--- src/rtl/pcft_pkg.sv ---
`timescale 1ns / 1ps
`default_nettype none

package pcft_pkg;

    localparam int MODE_W  = 8;
    localparam int TICKS_W = 16;
    localparam int CFG_IDX_W = 2;

    // Number of per-channel mode fields carried by a request.
    localparam int MODE_FIELDS = 4;

    localparam logic [MODE_W-1:0] MODE_OFF    = 8'd0;
    localparam logic [MODE_W-1:0] MODE_EMATCH = 8'd1;
    localparam logic [MODE_W-1:0] MODE_TALON  = 8'd2;
    localparam logic [MODE_W-1:0] MODE_METRON = 8'd3;

    localparam int TICK_MS   = 10;
    localparam int EMATCH_MS = 1500;
    localparam int TALON_MS  = 3000;
    localparam int METRON_MS = 500;

    localparam logic [TICKS_W-1:0] EMATCH_TICKS_RST = TICKS_W'(EMATCH_MS / TICK_MS);
    localparam logic [TICKS_W-1:0] TALON_TICKS_RST  = TICKS_W'(TALON_MS / TICK_MS);
    localparam logic [TICKS_W-1:0] METRON_TICKS_RST = TICKS_W'(METRON_MS / TICK_MS);

    localparam logic [CFG_IDX_W-1:0] CFG_EMATCH_TICKS = 2'd0;
    localparam logic [CFG_IDX_W-1:0] CFG_TALON_TICKS  = 2'd1;
    localparam logic [CFG_IDX_W-1:0] CFG_METRON_TICKS = 2'd2;

    localparam logic REQ_COMMAND = 1'b0;
    localparam logic REQ_TICK    = 1'b1;

    typedef struct packed {
        logic              req_type;
        logic [MODE_W-1:0] mode_ch0;
        logic [MODE_W-1:0] mode_ch1;
        logic [MODE_W-1:0] mode_ch2;
        logic [MODE_W-1:0] mode_ch3;
        logic              armed;
    } pcft_req_t;

    typedef struct packed {
        logic [3:0]        line_levels;
        logic [MODE_W-1:0] state_ch0;
        logic [MODE_W-1:0] state_ch1;
        logic [MODE_W-1:0] state_ch2;
        logic [MODE_W-1:0] state_ch3;
        logic              report_now;
    } pcft_res_t;

    // Burn durations shared by every channel lane.
    typedef struct packed {
        logic [TICKS_W-1:0] ematch_ticks;
        logic [TICKS_W-1:0] talon_ticks;
        logic [TICKS_W-1:0] metron_ticks;
    } pcft_cfg_t;

    // What one lane reports to the merge stage: values after the request.
    typedef struct packed {
        logic [MODE_W-1:0] mode;
        logic              line;
        logic              expired;
    } pcft_lane_t;

endpackage

`default_nettype wire

--- src/rtl/pcft_lane.sv ---
`timescale 1ns / 1ps
`default_nettype none

module pcft_lane (
    input  wire logic                      clk,
    input  wire logic                      rst_n,
    input  wire logic                      accept,
    input  wire logic                      tick,
    input  wire logic                      armed,
    input  wire logic [pcft_pkg::MODE_W-1:0] mode_in,
    input  wire pcft_pkg::pcft_cfg_t       cfg,
    output pcft_pkg::pcft_lane_t           status
);
    import pcft_pkg::*;

    logic [MODE_W-1:0]  mode_reg, mode_next;
    logic [TICKS_W-1:0] time_left_reg, time_left_next;
    logic               running_reg, running_next;
    logic               line_reg, line_next;
    logic               expired;
    logic               start;
    logic [TICKS_W-1:0] duration;

    always_comb
    begin
        mode_next      = mode_reg;
        time_left_next = time_left_reg;
        running_next   = running_reg;
        line_next      = line_reg;
        expired        = 1'b0;
        start          = 1'b0;
        duration       = cfg.ematch_ticks;
        if (tick == REQ_COMMAND)
        begin
            mode_next = armed ? mode_in : MODE_OFF;
        end
        else
        begin
            // Count down first; an expiring timer turns the channel off.
            if (running_reg)
            begin
                if (time_left_reg <= TICKS_W'(1))
                begin
                    time_left_next = '0;
                    running_next   = 1'b0;
                    mode_next      = MODE_OFF;
                    expired        = 1'b1;
                end
                else
                begin
                    time_left_next = time_left_reg - TICKS_W'(1);
                end
            end
            if (!armed || mode_next == MODE_OFF)
            begin
                line_next = 1'b0;
            end
            else
            begin
                unique case (mode_next)
                    MODE_EMATCH:
                    begin
                        line_next = 1'b1;
                        start     = 1'b1;
                        duration  = cfg.ematch_ticks;
                    end
                    MODE_TALON:
                    begin
                        line_next = 1'b1;
                        start     = 1'b1;
                        duration  = cfg.talon_ticks;
                    end
                    MODE_METRON:
                    begin
                        line_next = !line_reg;
                        start     = 1'b1;
                        duration  = cfg.metron_ticks;
                    end
                    default:
                    begin
                        // Unknown modes keep the line level and start no timer.
                        line_next = line_reg;
                    end
                endcase
            end
            if (start && !running_next)
            begin
                time_left_next = duration;
                running_next   = 1'b1;
            end
        end
    end

    always_ff @(posedge clk or negedge rst_n)
    begin
        if (!rst_n)
        begin
            mode_reg      <= MODE_OFF;
            time_left_reg <= '0;
            running_reg   <= 1'b0;
            line_reg      <= 1'b0;
        end
        else if (accept)
        begin
            mode_reg      <= mode_next;
            time_left_reg <= time_left_next;
            running_reg   <= running_next;
            line_reg      <= line_next;
        end
    end

    assign status.mode    = mode_next;
    assign status.line    = line_next;
    assign status.expired = expired;

endmodule

`default_nettype wire

--- src/rtl/pcft_merge.sv ---
`timescale 1ns / 1ps
`default_nettype none

module pcft_merge #(
    parameter int CHANNELS = 4
) (
    input  wire logic                 tick,
    input  wire pcft_pkg::pcft_lane_t lanes [CHANNELS],
    output pcft_pkg::pcft_res_t       res
);
    import pcft_pkg::*;

    logic [MODE_W-1:0] state [MODE_FIELDS];
    logic [3:0]        lines;
    logic              any_expired;

    for (genvar k = 0; k < MODE_FIELDS; k++)
    begin : g_field
        if (k < CHANNELS)
        begin : g_live
            assign state[k] = lanes[k].mode;
            assign lines[k] = lanes[k].line;
        end
        else
        begin : g_absent
            assign state[k] = MODE_OFF;
            assign lines[k] = 1'b0;
        end
    end

    always_comb
    begin
        any_expired = 1'b0;
        for (int i = 0; i < CHANNELS; i++)
        begin
            any_expired = any_expired | lanes[i].expired;
        end
    end

    assign res.line_levels = lines;
    assign res.state_ch0   = state[0];
    assign res.state_ch1   = state[1];
    assign res.state_ch2   = state[2];
    assign res.state_ch3   = state[3];
    // Every command is reported; a tick only when some timer ran out.
    assign res.report_now  = (tick == REQ_COMMAND) | any_expired;

endmodule

`default_nettype wire

--- src/rtl/pyro_channel_fire_timer_unit.sv ---
`timescale 1ns / 1ps
`default_nettype none

// Channel   | Handshake              | Payload
// ----------+------------------------+-------------------------------------
// request   | req_valid / req_ready  | req_data (pcft_req_t)
// result    | res_valid / res_ready  | res_data (pcft_res_t)
// config    | cfg_we (no wait)       | cfg_index, cfg_data (16 bit)
//
// Every request produces exactly one result, registered in the cycle after the
// request is taken. All channel lanes update in parallel, so a new request is
// taken every cycle as long as the result register is empty or being drained.
// A stall on the result side holds the result register and lowers req_ready.
// Reset clears all channel state and loads the default burn durations.

module pyro_channel_fire_timer_unit #(
    parameter int CHANNELS = 4
) (
    input  wire logic                           clk,
    input  wire logic                           rst_n,
    input  wire logic                           req_valid,
    output logic                                req_ready,
    input  wire pcft_pkg::pcft_req_t            req_data,
    output logic                                res_valid,
    input  wire logic                           res_ready,
    output pcft_pkg::pcft_res_t                 res_data,
    input  wire logic                           cfg_we,
    input  wire logic [pcft_pkg::CFG_IDX_W-1:0] cfg_index,
    input  wire logic [pcft_pkg::TICKS_W-1:0]   cfg_data
);
    import pcft_pkg::*;

    // Configuration registers. The user must see that they are only written while the block
    // is idle, so the lanes read them directly; the block itself does not enforce this.
    pcft_cfg_t cfg_reg, cfg_next;

    always_comb
    begin
        cfg_next = cfg_reg;
        if (cfg_we)
        begin
            unique case (cfg_index)
                CFG_EMATCH_TICKS: cfg_next.ematch_ticks = cfg_data;
                CFG_TALON_TICKS:  cfg_next.talon_ticks  = cfg_data;
                CFG_METRON_TICKS: cfg_next.metron_ticks = cfg_data;
                default:          cfg_next = cfg_reg;
            endcase
        end
    end

    always_ff @(posedge clk or negedge rst_n)
    begin
        if (!rst_n)
        begin
            cfg_reg.ematch_ticks <= EMATCH_TICKS_RST;
            cfg_reg.talon_ticks  <= TALON_TICKS_RST;
            cfg_reg.metron_ticks <= METRON_TICKS_RST;
        end
        else
        begin
            cfg_reg <= cfg_next;
        end
    end

    // The request is taken whenever the result register can accept the
    // result it produces in the same cycle.
    logic accept;
    assign req_ready = !res_valid || res_ready;
    assign accept    = req_valid && req_ready;

    // Mode fields of the request, indexed by channel. Channels beyond the
    // fields that a request carries always receive the off mode.
    logic [MODE_W-1:0] req_modes [MODE_FIELDS];
    assign req_modes[0] = req_data.mode_ch0;
    assign req_modes[1] = req_data.mode_ch1;
    assign req_modes[2] = req_data.mode_ch2;
    assign req_modes[3] = req_data.mode_ch3;

    pcft_lane_t lanes [CHANNELS];

    for (genvar i = 0; i < CHANNELS; i++)
    begin : g_lane
        logic [MODE_W-1:0] lane_mode;
        if (i < MODE_FIELDS)
        begin : g_fed
            assign lane_mode = req_modes[i];
        end
        else
        begin : g_unfed
            assign lane_mode = MODE_OFF;
        end

        pcft_lane u_lane (
            .clk     (clk),
            .rst_n   (rst_n),
            .accept  (accept),
            .tick    (req_data.req_type),
            .armed   (req_data.armed),
            .mode_in (lane_mode),
            .cfg     (cfg_reg),
            .status  (lanes[i])
        );
    end

    // Merge the lane outcomes into one result item.
    pcft_res_t merged;

    pcft_merge #(
        .CHANNELS (CHANNELS)
    ) u_merge (
        .tick  (req_data.req_type),
        .lanes (lanes),
        .res   (merged)
    );

    // Result register. The payload needs no reset; only the valid flag does.
    pcft_res_t res_reg;
    logic      res_valid_reg, res_valid_next;

    always_comb
    begin
        res_valid_next = res_valid_reg;
        if (accept)
        begin
            res_valid_next = 1'b1;
        end
        else if (res_ready)
        begin
            res_valid_next = 1'b0;
        end
    end

    always_ff @(posedge clk or negedge rst_n)
    begin
        if (!rst_n)
        begin
            res_valid_reg <= 1'b0;
        end
        else
        begin
            res_valid_reg <= res_valid_next;
        end
    end

    always_ff @(posedge clk)
    begin
        if (accept)
        begin
            res_reg <= merged;
        end
    end

    assign res_valid = res_valid_reg;
    assign res_data  = res_reg;

`ifndef NO_ASSERTIONS
    // A taken request always leaves a result waiting in the next cycle.
    assert property (@(posedge clk) disable iff (!rst_n)
        accept |=> res_valid)
        else $error("result missing after an accepted request");

    // Every command request is reported.
    assert property (@(posedge clk) disable iff (!rst_n)
        accept && req_data.req_type == REQ_COMMAND |=> res_data.report_now)
        else $error("command request not reported");

    // A tick while disarmed drives every fire line low.
    assert property (@(posedge clk) disable iff (!rst_n)
        accept && req_data.req_type == REQ_TICK && !req_data.armed
        |=> res_data.line_levels == 4'd0)
        else $error("fire line high after a disarmed tick");

    // A disarmed command leaves channel 0 off.
    assert property (@(posedge clk) disable iff (!rst_n)
        accept && req_data.req_type == REQ_COMMAND && !req_data.armed
        |=> res_data.state_ch0 == MODE_OFF)
        else $error("channel mode stored by a disarmed command");
`endif

endmodule

`default_nettype wire
--- config.mk ---
export PLATFORM = sky130hd
export DESIGN_NAME = pyro_channel_fire_timer_unit
export DESIGN_NICKNAME = d
export VERILOG_FILES = /design/src/rtl/pcft_pkg.sv /design/src/rtl/pcft_lane.sv /design/src/rtl/pcft_merge.sv /design/src/rtl/pyro_channel_fire_timer_unit.sv
export SDC_FILE = /design/constraint.sdc
export NUM_CORES = 1
export LEC_CHECK = 0
export ABC_AREA = 1
export BUFFER_PORTS_ARGS = -buffer_cell sky130_fd_sc_hd__buf_2
export CORE_ASPECT_RATIO = 0.9
export CORE_UTILIZATION = 30
export DETAILED_ROUTE_END_ITERATION = 8
export SETUP_SLACK_MARGIN = 0.3
export SLEW_MARGIN = 20
export SYNTH_ARGS = -nofsm -noshare
export SYNTH_HDL_FRONTEND = slang
export SYNTH_SLANG_ARGS = --single-unit
export TNS_END_PERCENT = 5
--- constraint.sdc ---
create_clock -name clk -period 3.3 [get_ports clk]
set_clock_uncertainty 0.2 [all_clocks]
set_input_delay 0.165 -clock clk [delete_from_list [all_inputs] [get_ports clk]]
set_output_delay 0.165 -clock clk [all_outputs]
set_load 0.05 [all_outputs]
==> results by group, run 1 <==
Layout
  – Commonest cells after routing, fill and taps aside: 690 x nand2_1, 302 x nand3_1, 142 x dfrtp_1, 128 x inv_1, 106 x o21ai_0
  – ANT cells: 0
  – Post-route insts no fill: 2466
  – Commonest non-fill, non-tap cell in the layout: nand2_1
  – Area Growth Syn to Fin: 19.98%
  – NumNets Final: 1986
  – Max reg flops: 64
  – Layout cell share with drive strength beyond 1: 0.1406

GRT
  – Initial antenna violation count: 0
  – Overflow after GRT: 0
  – Largest net degree at the start of global routing: 80
  – Vias in the first global route: 11330
  – Gr usage total: 0.1794
  – First-pass GRT wire length: approximately 60 mm

Logic synthesis
  – Post-Syn Area: 12270 sq um
  – Yosys reg bits: 190
  – Synth top area share: 0.2897
  – Cell taking the most area after synthesis: dfrtp_1
  – Mean Syn Cell Area: 6.902 sq um
  – Sequential-to-total area share from yosys stat: 0.4039
  – Cell variety after synth: 47
  – Yosys warning total: 0
  – Post-Syn Nets: 1842
  – Top cells by area, synth: dfrtp_1 29%, nand2_1 21%, nand3_1 12%, edfxtp_1 9.1%, o21ai_0 4.3%
  – Synth Instances: between 1500 and 2000

Power
  – Cell Pwr Density: 667.1 nW/um^2
  – Lkg Pwr: 7.461 nW
  – Worst VDD drop: 0.0003530 V

Run status
  – Status: complete, no violations

Place
  – Post-DP HPWL: 26.97 mm
  – Final GP Congestion: 0.9107
  – PortBufs: 95
  – Placed insts: 2361

CTS
  – H-tree depth: 4
  – Inserted Clock Buffers: 17
  – CTS tree: built
  – Root Driver: clkbuf_16
  – Insertion delay to the later sink of the worst-skew pair: 0.46 ns
  – Longest Clk Path Bufs: 2
  – Sinks on Clock Net: 190
  – Clk pin slew, worst setup/hold paths: 0.07 ns

Floorplanning
  – Row Count: 69
  – Initial Util: 0.3075
  – # IOs: between 90 and 100
  – Area of the die: between 40000 and 50000 sq um
  – Area of the core: 39890 sq um
  – Die Span X: 215.1 um
  – Chip Height: 193.8 um

Setup path
  – Crit path launch type: register
  – CP max-delay cell: dfrtp_1
  – Crit end category: register
  – WP data required: 3.45 ns
  – Crit path cell chain: inv_1, ha_1, nand2_1, nand2_1, nand4_2, buf_4, o41ai_1, a21oi_2, nand3_2, clkinvlp_4, nand3_1, nand2_1, nand2_1
  – Crit path top cell by count: nand2_1
  – Worst Path Arrival: 3.01 ns
  – Setup CP Type: register to register
  – CP max FO: 16
  – Slowest cell delay on critical path: 0.40 ns

Timing
  – Tcrit/Tclk final: 0.8673
  – Fin crit period: 2.862 ns
  – Fmax: 349.4 MHz
  – Worst-margin pin slew: approximately 0.80 ns
  – Setup Viol. Count Final: 0
  – Setup TNS: 0 ns
  – RSZ-0062 raised after global routing: true
  – Max-slew violations: 0
  – Slew HR: 0.4696
  – Final count of hold timing violations: 0

Route
  – Via density: 4.916
  – Initial DRT Pass Iterations: 5
  – Detailed Route Iter0 Violations: 1088
  – Detail Route Antenna Nets: 0
  – DRC viols: 0
  – WL/cell: 15.17 um
  – WL final: 37.40 mm
  – Vias: approximately 12000

Flow run
  – Number of max-cap violations: 0

Worst hold path
  – Worst hold path class: input port to register
==> timing repair <==
| action | CTS | global route |
|---|---|---|
| buffers inserted | 0 | 21 |
| setup endpoints to repair | 26 | 67 |
| hold endpoints to repair | 182 | 0 |
| hold buffers | 51 | 0 |
| pin swaps | 0 | 8 |
| cloned | 1 | 0 |
| gates resized for setup | 3 | 23 |
==> per-stage QoR <==
stage	worst slack, ns	hold slack [ns]	area (sq um)	power (mW)	util
after floorplan	0.5852	-0.3306	12270	6.527	-
after global placement	0.1869	0.05730	13350	7.515	0.3347
after detailed placement	0.05801	0.06108	13350	7.578	0.3347
after CTS	0.2360	0.009406	14450	9.719	0.3623
after global routing	0.2495	0.05261	14720	10.60	0.3690
final	0.4379	0.02265	14720	9.818	0.3690
==> report_power, final <==
part	leakage (nW)	switching [mW]	internal, mW
Clock	0.279	0.950	1.11
Sequential	2.30	0.677	2.92
Combinational	4.88	2.59	1.56
==> cells by family after synthesis <==
group                      after synthesis  synth area share
adders and majority gates                8          0.008161
xor gates and xnor gates                37           0.02642
buffers and inverters                  224           0.07590
and+or+nand+nor                       1164            0.4089
AOI/OAI and AO/OA                      154           0.07681
DFF                                    190            0.4039
==> synth_stat cells, drive strengths merged <==
library cell / count
nand2: 702
nand3: 314
dfrtp: 142
inv: 139
o21ai: 109
nor2: 100
buf: 42
clkbuf: 41
edfxtp: 37
xor2: 23
a31oi: 18
nor3: 15
xnor2: 14
nand4: 13
dfstp: 11
or2: 11
ha: 8
o211ai: 7
o41ai: 6
a21oi: 5
nor4: 5
nand3b: 3
o2111ai: 3
o31ai: 3
clkinv: 2
a211oi: 1
a22oi: 1
and2: 1
o22ai: 1
==> cell type report <==
| class | count | area, sq um |
|---|---|---|
| Clock buffer | 24 | 524.3 |
| Clock inverter | 8 | 52.55 |
| Fill cell | 4134 | 25170 |
| Inverter | 141 | 546.8 |
| Multi-Input combinational cell | 1363 | 6455 |
| Sequential cell | 190 | 4954 |
| Tap cell | 532 | 665.6 |
| Timing Repair Buffer | 207 | 1511 |
| Timing Repair inverter | 1 | 7.507 |
==> critical path, delay by kind of cell (launching register included) <==
kind                     cells  cell delay (ns)
adder cells (fa/ha/maj)      1             0.22
AND/OR/NAND/NOR              7             0.99
AO/OA/AOI/OAI                2             0.41
buffers and inverters        3             0.52
flip-flops                   1             0.40
==> per-layer routing <==
metal | vias to the layer above | part of all wire | GRT usage
met2 | 331 | 0.45 | 0.2751
met3 | 31 | 0.052 | 0.03043
li1 | 6063 | - | -
met1 | 5698 | 0.49 | 0.2636
met5 | - | 0 | 0
met4 | 0 | 0.0094 | 0.03494
==> final timing paths <==
path / to / depth (start not counted) / startpoint / slack (ns)
worst max-delay path: g_lane[0].u_lane.time_left_reg[13] / 13 / g_lane[0].u_lane.time_left_reg[0] / 0.44
worst min-delay path: g_lane[1].u_lane.line_reg / 5 / req_valid / 0.02
max in group asynchronous: cfg_reg[1] / 3 / rst_n / 1.95
worst min register to register: g_lane[3].u_lane.time_left_reg[1] / 2 / g_lane[3].u_lane.time_left_reg[1] / 0.32
worst max register to register: g_lane[0].u_lane.time_left_reg[13] / 13 / g_lane[0].u_lane.time_left_reg[0] / 0.44
min in group asynchronous: g_lane[0].u_lane.time_left_reg[3] / 2 / rst_n / 0.10
(Power assumes the default switching activity.)
==> run 2, diff against run 1 <==
Settings changed: SYNTH_HIERARCHICAL set to 1.
==> run 2 against run 1 <==
  * Flip-flop and latch count is the same
  * Largest power group unchanged
  * Largest cell class unchanged
  * Hold slack better by 0.025 ns
  * Utilization decreased by 1.6 points
  * Clock-buffer cell count is 7 lower
  * Worst setup slack improved by 0.011 ns
  * Critical path depth grew 6
==> results by group, run 2 <==
Setup path
  – CP Buf/Inv Count: 5
  – CP max FO: 16
  – WP data required: 3.51 ns
  – CP max-delay cell: dfrtp_1
  – Crit path top cell by count: nand2_1
  – Crit path cell chain: inv_1, ha_1, inv_1, nand2_1, nand2_1, nor2_1, nand3_2, buf_4, buf_4, o41ai_4, buf_4, nand3_1, nand2_1, nand2_1, nand2_1, nand2_1, nand2_1, nand2_1, nand2_1
  – Worst Path Arrival: between 3 and 4 ns
  – Crit-path leading delay family: simple AND/OR/NAND/NOR gates
  – Setup CP Type: register to register
  – Crit path launch type: register
  – Slowest cell delay on critical path: between 0.4 and 0.5 ns
  – Crit end category: register

Floorplanning
  – Chip Height: 201.2 um
  – Area of the core: 43240 sq um
  – Die Span X: around 220 um
  – Initial Util: 0.3058
  – Row Count: 72
  – Area of the die: 44920 sq um
  – # IOs: 96

GRT
  – Vias in the first global route: 11970
  – First-pass GRT wire length: 64.14 mm
  – Initial antenna violation count: 1
  – Gr usage total: 0.1785
  – Overflow after GRT: 0
  – Largest net degree at the start of global routing: 89

Timing
  – Final count of hold timing violations: 0
  – Fmax: 350.7 MHz
  – Max-slew violations: 0
  – Fin crit period: between 2 and 3 ns
  – Setup Viol. Count Final: 0
  – Setup ws final: 0.4484 ns
  – Worst-margin pin slew: 1.026 ns
  – RSZ-0062 raised after global routing: true
  – Tcrit/Tclk final: 0.8641
  – Slew HR: 0.3157

Power
  – Lkg Pwr: 7.777 nW
  – Tot Pwr: 10.58 mW
  – Worst VDD drop: 0.0003053 V
  – Cell Pwr Density: slightly below 700 nW/um^2

Layout
  – Post-Route Utilization: 0.3526
  – Final Cell Area: approximately 15000 sq um
  – Commonest cells after routing, fill and taps aside: 889 x nand2_1, 220 x nand3_1, 152 x nor2_1, 142 x dfrtp_1, 94 x buf_2
  – NumNets Final: roughly 2100
  – Max reg flops: 64
  – Area Growth Syn to Fin: 15.31%
  – Layout cell share with drive strength beyond 1: 0.1341
  – Post-route insts no fill: 2600
  – Commonest non-fill, non-tap cell in the layout: nand2_1

Logic synthesis
  – Cell variety after synth: 39
  – Yosys reg bits: 190
  – Synth Area in Simple Gates: 0.4413
  – Synth top area share: 0.2687
  – Synth Instances: 1938
  – Xor and xnor area share after synthesis: 0.02848
  – Post-synthesis compound-gate area fraction: 0.05715
  – Most numerous cell in the Yosys netlist: nand2_1
  – Post-Syn Nets: 2003
  – EDFF count, synth: 37
  – Cell taking the most area after synthesis: dfrtp_1
  – Top cells by area, synth: dfrtp_1 27%, nand2_1 25%, edfxtp_1 8.4%, nand3_1 8.3%, nor2_1 4.3%
  – Top_reg_cell synth: dfrtp_1
  – Post-Syn Area: 13220 sq um
  – Post-Synth Adder-Cell Area: 0.007570
  – Top cells by count, synth: 889 x nand2_1, 220 x nand3_1, 152 x nor2_1
  – Mean Syn Cell Area: 6.823 sq um
  – Sequential-to-total area share from yosys stat: 0.3746
  – Mux cell area share after synthesis: 0
  – Yosys warning total: 6
  – Async SR Flop Fraction: 0.8053
  – Main combinational cell family by area after synthesis: simple AND/OR/NAND/NOR gates

Route
  – WL/cell: approximately 15 um
  – Via density: 4.905
  – Initial DRT Pass Iterations: 7
  – WL final: 40.28 mm
  – Vias: about 13000
  – Detailed Route Iter0 Violations: 965
  – DRC viols: 0
  – Detail Route Antenna Nets: 0

Run status
  – Status: complete, no violations

CTS
  – H-tree depth: 4
  – Root Driver: clkbuf_16
  – Inserted Clock Buffers: 17
  – Clk pin slew, worst setup/hold paths: 0.08 ns
  – CTS tree: built
  – Longest Clk Path Bufs: 2
  – Sinks on Clock Net: 190
  – Insertion delay to the later sink of the worst-skew pair: 0.47 ns

Place
  – Final GP Congestion: 0.8892
  – Place WS: -0.01474 ns
  – Post-DP Area: 13860 sq um
  – Post-DP HPWL: about 28 mm
  – PortBufs: 95
  – Placed insts: 2497

Flow run
  – Number of max-cap violations: 0

Worst hold path
  – Worst hold path class: input port to register
-- run 2: changes by cell type in the layout (fill, tap and decap cells not counted), moves of 32 or more --
cell	change
nand3_1	-82
nand4_1	+32
nor2_1	+68
inv_1	-51
o21ai_0	-57
nand2_1	+199
-- run 2: final cells by class --
type                    instances  area (sq um)
clock buffers                  17         425.4
clock inverters                15         203.9
well taps                     555         694.4
inverters                      94         357.8
flip-flops and latches        190          4954
multi-input cells            1526          7128
repair buffers                202          1481
fillers                      4604         27990
diodes                          1         2.502
-- run 2: cell families after synthesis --
family | after synthesis
compound gates | 100
simple gates | 1375
xor+xnor | 43
flops | 190
fa+ha+maj | 8
buf+inv | 222
-- run 2: final timing paths --
check / startpoint / endpoint / slack [ns] / depth (start not counted)
worst min register to register: g_lane[1].u_lane/time_left_reg[14] / g_lane[1].u_lane/time_left_reg[14] / 0.32 / 2
max in group asynchronous: rst_n / cfg_reg[46] / 2.29 / 3
min in group asynchronous: rst_n / cfg_reg[39] / 0.07 / 2
worst max-delay path: g_lane[2].u_lane/time_left_reg[0] / g_lane[2].u_lane/time_left_reg[9] / 0.45 / 19
worst min-delay path: res_ready / res_data[34] / 0.05 / 3
worst max register to register: g_lane[2].u_lane/time_left_reg[0] / g_lane[2].u_lane/time_left_reg[9] / 0.45 / 19
-- run 2: tightest hold or removal path: stages --
cell and delay, ns:
buf_2 0.09, inv_1 0.10, a21oi_4 0.16
-- run 2: power by group --
part           switching (mW)  internal (mW)
Sequential              0.817           2.98
Combinational            2.78           1.73
Clock                    1.06           1.23
-- run 2: metrics by stage --
stage | setup TNS (ns) | hold slack [ns]
floorplan | 0 | -0.3306
global placement | 0 | -0.1132
detailed placement | -0.02596 | -0.1111
CTS | 0 | 0.03740
global route | 0 | 0.05195
finish | 0 | 0.04752
-- run 2: repair_timing --
| item | in CTS | in global routing |
|---|---|---|
| pin swaps | 1 | 6 |
| hold buffers | 56 | 0 |
| gates cloned | 0 | 2 |
| endpoints found under the hold margin | 257 | 0 |
| resized for setup | 4 | 12 |
| endpoints found under the setup margin | 64 | 66 |
| setup buffers | 1 | 11 |
-- run 2: per-layer routing --
layer | routed length, um | GRT usage
met5 | 0 | 0
met4 | 857 | 0.06189
met3 | 2083 | 0.02658
met2 | 18470 | 0.2853
met1 | 18870 | 0.2455
